===== config.mk =====
export PLATFORM = sky130hd
export DESIGN_NAME = sspq_cell
export DESIGN_NICKNAME = d
export VERILOG_FILES = /design/src/sv/sspq_pkg.sv /design/src/sv/sspq_cell.sv
export SDC_FILE = /design/constraint.sdc
export NUM_CORES = 1
export LEC_CHECK = 0
export BUFFER_PORTS_ARGS = -buffer_cell sky130_fd_sc_hd__clkbuf_2
export CORE_MARGIN = 2
export CORE_UTILIZATION = 42
export CTS_CLUSTER_DIAMETER = 40
export DETAILED_ROUTE_END_ITERATION = 16
export PLACE_DENSITY = 0.86
export REMOVE_ABC_BUFFERS = 1
export SLEW_MARGIN = 30
export SYNTH_ARGS = -nofsm -noshare
export SYNTH_HDL_FRONTEND = slang
export SYNTH_SLANG_ARGS = --single-unit
export TNS_END_PERCENT = 1

===== constraint.sdc =====
create_clock -name clk -period 4.4 [get_ports clk]
set_input_delay 0.44 -clock clk [delete_from_list [all_inputs] [get_ports clk]]
set_output_delay 0.44 -clock clk [all_outputs]
set_load 0.01 [all_outputs]

===== src/sv/sspq_pkg.sv =====
// Shared types and codes for the stable sorted priority queue.
// No dependencies; used by sspq_cell and stable_sorted_priority_queue.
package sspq_pkg;

  // Operation codes carried on the kind field
  typedef enum logic [1:0] {
    KIND_INSERT = 2'd0,
    KIND_REMOVE = 2'd1,
    KIND_CLEAR  = 2'd2
  } kind_t;

  // Result status codes
  typedef enum logic [1:0] {
    ST_OK    = 2'd0,
    ST_EMPTY = 2'd1,
    ST_FULL  = 2'd2
  } status_t;

  // Per-cycle command broadcast to every cell of the chain
  typedef struct packed {
    logic ins;      // shift tail-ward from the insert point, load new entry
    logic rem;      // shift head-ward, dropping the head
    logic ordered;  // insert point found by key compare
  } cell_ctrl_t;

endpackage


===== src/sv/sspq_cell.sv =====
// One storage cell of the queue chain: a key and payload register plus the
// insert-point search link. Depends on sspq_pkg.
module sspq_cell #(
  parameter int KEY_BITS     = 16,
  parameter int PAYLOAD_BITS = 32
) (
  input  logic                    clk,
  input  sspq_pkg::cell_ctrl_t    ctrl,
  input  logic                    occ,
  input  logic [KEY_BITS-1:0]     new_key,
  input  logic [PAYLOAD_BITS-1:0] new_payload,
  input  logic [KEY_BITS-1:0]     left_key,
  input  logic [PAYLOAD_BITS-1:0] left_payload,
  input  logic [KEY_BITS-1:0]     right_key,
  input  logic [PAYLOAD_BITS-1:0] right_payload,
  input  logic                    found_in,
  output logic                    found_out,
  output logic [KEY_BITS-1:0]     key,
  output logic [PAYLOAD_BITS-1:0] payload
);

  logic                    hit;
  logic [KEY_BITS-1:0]     key_next;
  logic [PAYLOAD_BITS-1:0] payload_next;

  // Insert point: first free cell, or (in ordered mode) first stored key above the new key
  assign hit       = !occ || (ctrl.ordered && (key > new_key));
  assign found_out = found_in || hit;

  // Select the next contents of this cell
  always_comb begin
    key_next     = key;
    payload_next = payload;
    if (ctrl.ins) begin
      if (found_in) begin
        key_next     = left_key;
        payload_next = left_payload;
      end else if (hit) begin
        key_next     = new_key;
        payload_next = new_payload;
      end
    end else if (ctrl.rem) begin
      key_next     = right_key;
      payload_next = right_payload;
    end
  end

  // Hold or advance the entry
  always_ff @(posedge clk) begin
    key     <= key_next;
    payload <= payload_next;
  end

endmodule


==> results_dict.tcl <==
set metrics [dict create \
    run_status "finished, final reports clean" \
    hold_viol 0 \
    pin_count 199 \
    synthAdderAreaFrac_pct 6.96 \
    fin_crit_ps 2660 \
    final-seq-area_mm2 0.00144 \
    antenna_cells 0 \
    route.detailed.drc 0 \
    total_power_mw 1.14 \
    die_h_um 86.8 \
    setup_viol 0 \
    synth.cell_area_mm2 0.00288 \
    clk_pin_slew_ps 90 \
    max-cap-violations 0 \
    die_area_mm2 0.00753 \
    crit_required_ps 3960 \
    core-area_mm2 0.00672 \
    cp-start-kind "register" \
    drive_gt1_share_pct 46.0 \
    synth-seq-area-share_pct 50.1 \
    post-route-util_pct 59.7 \
    core.rowCount 30 \
    grt_max_degree 83 \
    cts_buffers 5 \
    synth.distinct_cells 22 \
    synth_warnings 0 \
    fin_skew_ps 10.5 \
    power_density_mw_per_mm2 283 \
    synth_xor_area_share_pct 0 \
    worstMarginPinSlew_ps 746 \
    worst_slack_ps 1740 \
    layout_commonest_cell "clkbuf_2" \
    synthCells 270 \
    synth-compound-area-share_pct 12.7 \
    dp_slack_ps 1810 \
    vias_per_cell 4.97 \
    drtAntennaViolNets 0 \
    die_w_um 86.8 \
    multi_input_area_mm2 0.00130 \
    relSlewSlack_pct 50.3 \
    grtUsageMet3_pct 5.62 \
    use_met2_pct 35.9 \
    async_flop_share_pct 0 \
    placed_area_mm2 0.00393 \
    antenna_found_initial 0 \
    vias 2698 \
    numPortBuffers 198 \
    worst_ep_arrival_time_ps 2220 \
    synthSimpleGateAreaFrac_pct 8.48 \
    worstSetupPathType "reg2out" \
    nets 628 \
    gr-usage-met1_pct 22.0 \
    wl_um 7510 \
    vdd_drop_max_mv 0.144 \
    synth_edf_count 48 \
    cts_resized 0 \
    dp_hpwl_um 6070 \
    cts_tree "done" \
    ctsHoldBuffers 0 \
    final_area_mm2 0.00401 \
    drt_iter0_markers 67 \
    grt.overflow.total 0 \
    final.setup.tns_ps 0 \
    hp-class "in2reg" \
    cts.sink_count 48 \
    synth_top_family_by_area "multiplexers" \
    wire_per_inst_um 13.8 \
    nFillCells 582 \
    dp.cells 535 \
    cts.htree.levels 2 \
    worst_hold_slack_ps 460 \
    power.leakage_nw 2.06 \
    yosys_register_bits 48 \
    insertion_delay_ps 300 \
    yosys-mux-area-fraction_pct 16.7 \
    fin_crit_sh_pct 60.4 \
    rsz0062_at_grt "no" \
    syn_to_final_growth_pct 39.4 \
    start_util_pct 42.8 \
    max_freq_mhz 376 \
    place.gp.congestion 0.765 \
    clockRootBuffer "clkbuf_8" \
    dr.pass1.iters 4 \
    cts_setup_buffers 0 \
    track_usage_pct 19.6 \
    end_kind "output port" \
    final_cell_mix "196 x clkbuf_2, 55 x a21oi_1, 49 x nor2_1" \
    grt_pass1_wl_um 11500 \
    clockBufferDepth 2 \
    crit_fanout 2 \
    avgSynthCellArea_um2 10.7 \
    fin_cells 543 \
    drv_slew 0 \
    top_usage_layer "met2" \
    synth_flop_cell "edfxtp_1" \
    grt_pass1_vias 2569 \
]
-- critical path, stage by stage (launching register included) --
cell and delay, ps:
edfxtp_1 430, ha_1 300, nor2b_1 140, o211ai_2 150, a2111oi_2 90, a2111oi_2 510, o21ai_1 150, clkbuf_2 150
-- final cells by class --
| cell class | instances | share of cell area [%] |
|---|---|---|
| Clock buffer | 6 | 1.81 |
| Sequential cell | 48 | 35.9 |
| Inverter | 17 | 1.59 |
| Multi-Input combinational cell | 188 | 32.4 |
| Clock inverter | 2 | 0.281 |
| Tap cell | 80 | 2.50 |
| Timing Repair Buffer | 202 | 25.5 |
-- metal layers --
layer | vias to the layer above | routed length, um | share of wire, %
met5 | - | 0 | 0
met4 | 0 | 112 | 1.5
met3 | 8 | 515 | 6.9
met2 | 117 | 4020 | 53
met1 | 1209 | 2860 | 38
li1 | 1364 | - | -
-- Yosys cell counts, types with 2 or more instances --
cell	n	area, um^2
a21oi_1	55	275
ha_1	16	200
edfxtp_1	48	1440
nor2_1	49	184
buf_2	4	20.0
o21ai_0	3	15.0
buf_4	3	22.5
mux2i_1	48	480
nand2_1	3	11.3
a2111oi_2	2	30.0
clkbuf_1	9	33.8
nand4_1	3	18.8
nor2b_1	2	12.5
inv_1	17	63.8
-- kinds of logic after synthesis --
logic type | after synthesis
buffers and inverters | 34
AOI/OAI and AO/OA | 65
and+or+nand+nor | 59
adders and majority gates | 16
muxes | 48
DFF | 48
-- flip-flops by register name, indices dropped and copies added, names as in the netlist --
name     flops
key         16
payload     32
-- worst paths after layout --
check,to,start,slack (ps),depth (start not counted)
worst max-delay path,found_out,key[1],1740,7
worst min-delay path,payload[21],right_payload[21],460,3
worst max register to register,key[14],key[1],1980,7
worst min register to register,key[2],key[15],1440,6
-- where the power goes --
group          internal, mW  switching (mW)
Sequential            0.564          0.0171
Clock                 0.110           0.144
Combinational         0.140           0.161
Total                 0.815           0.322
No activity file was read; power rests on OpenSTA's default activity.
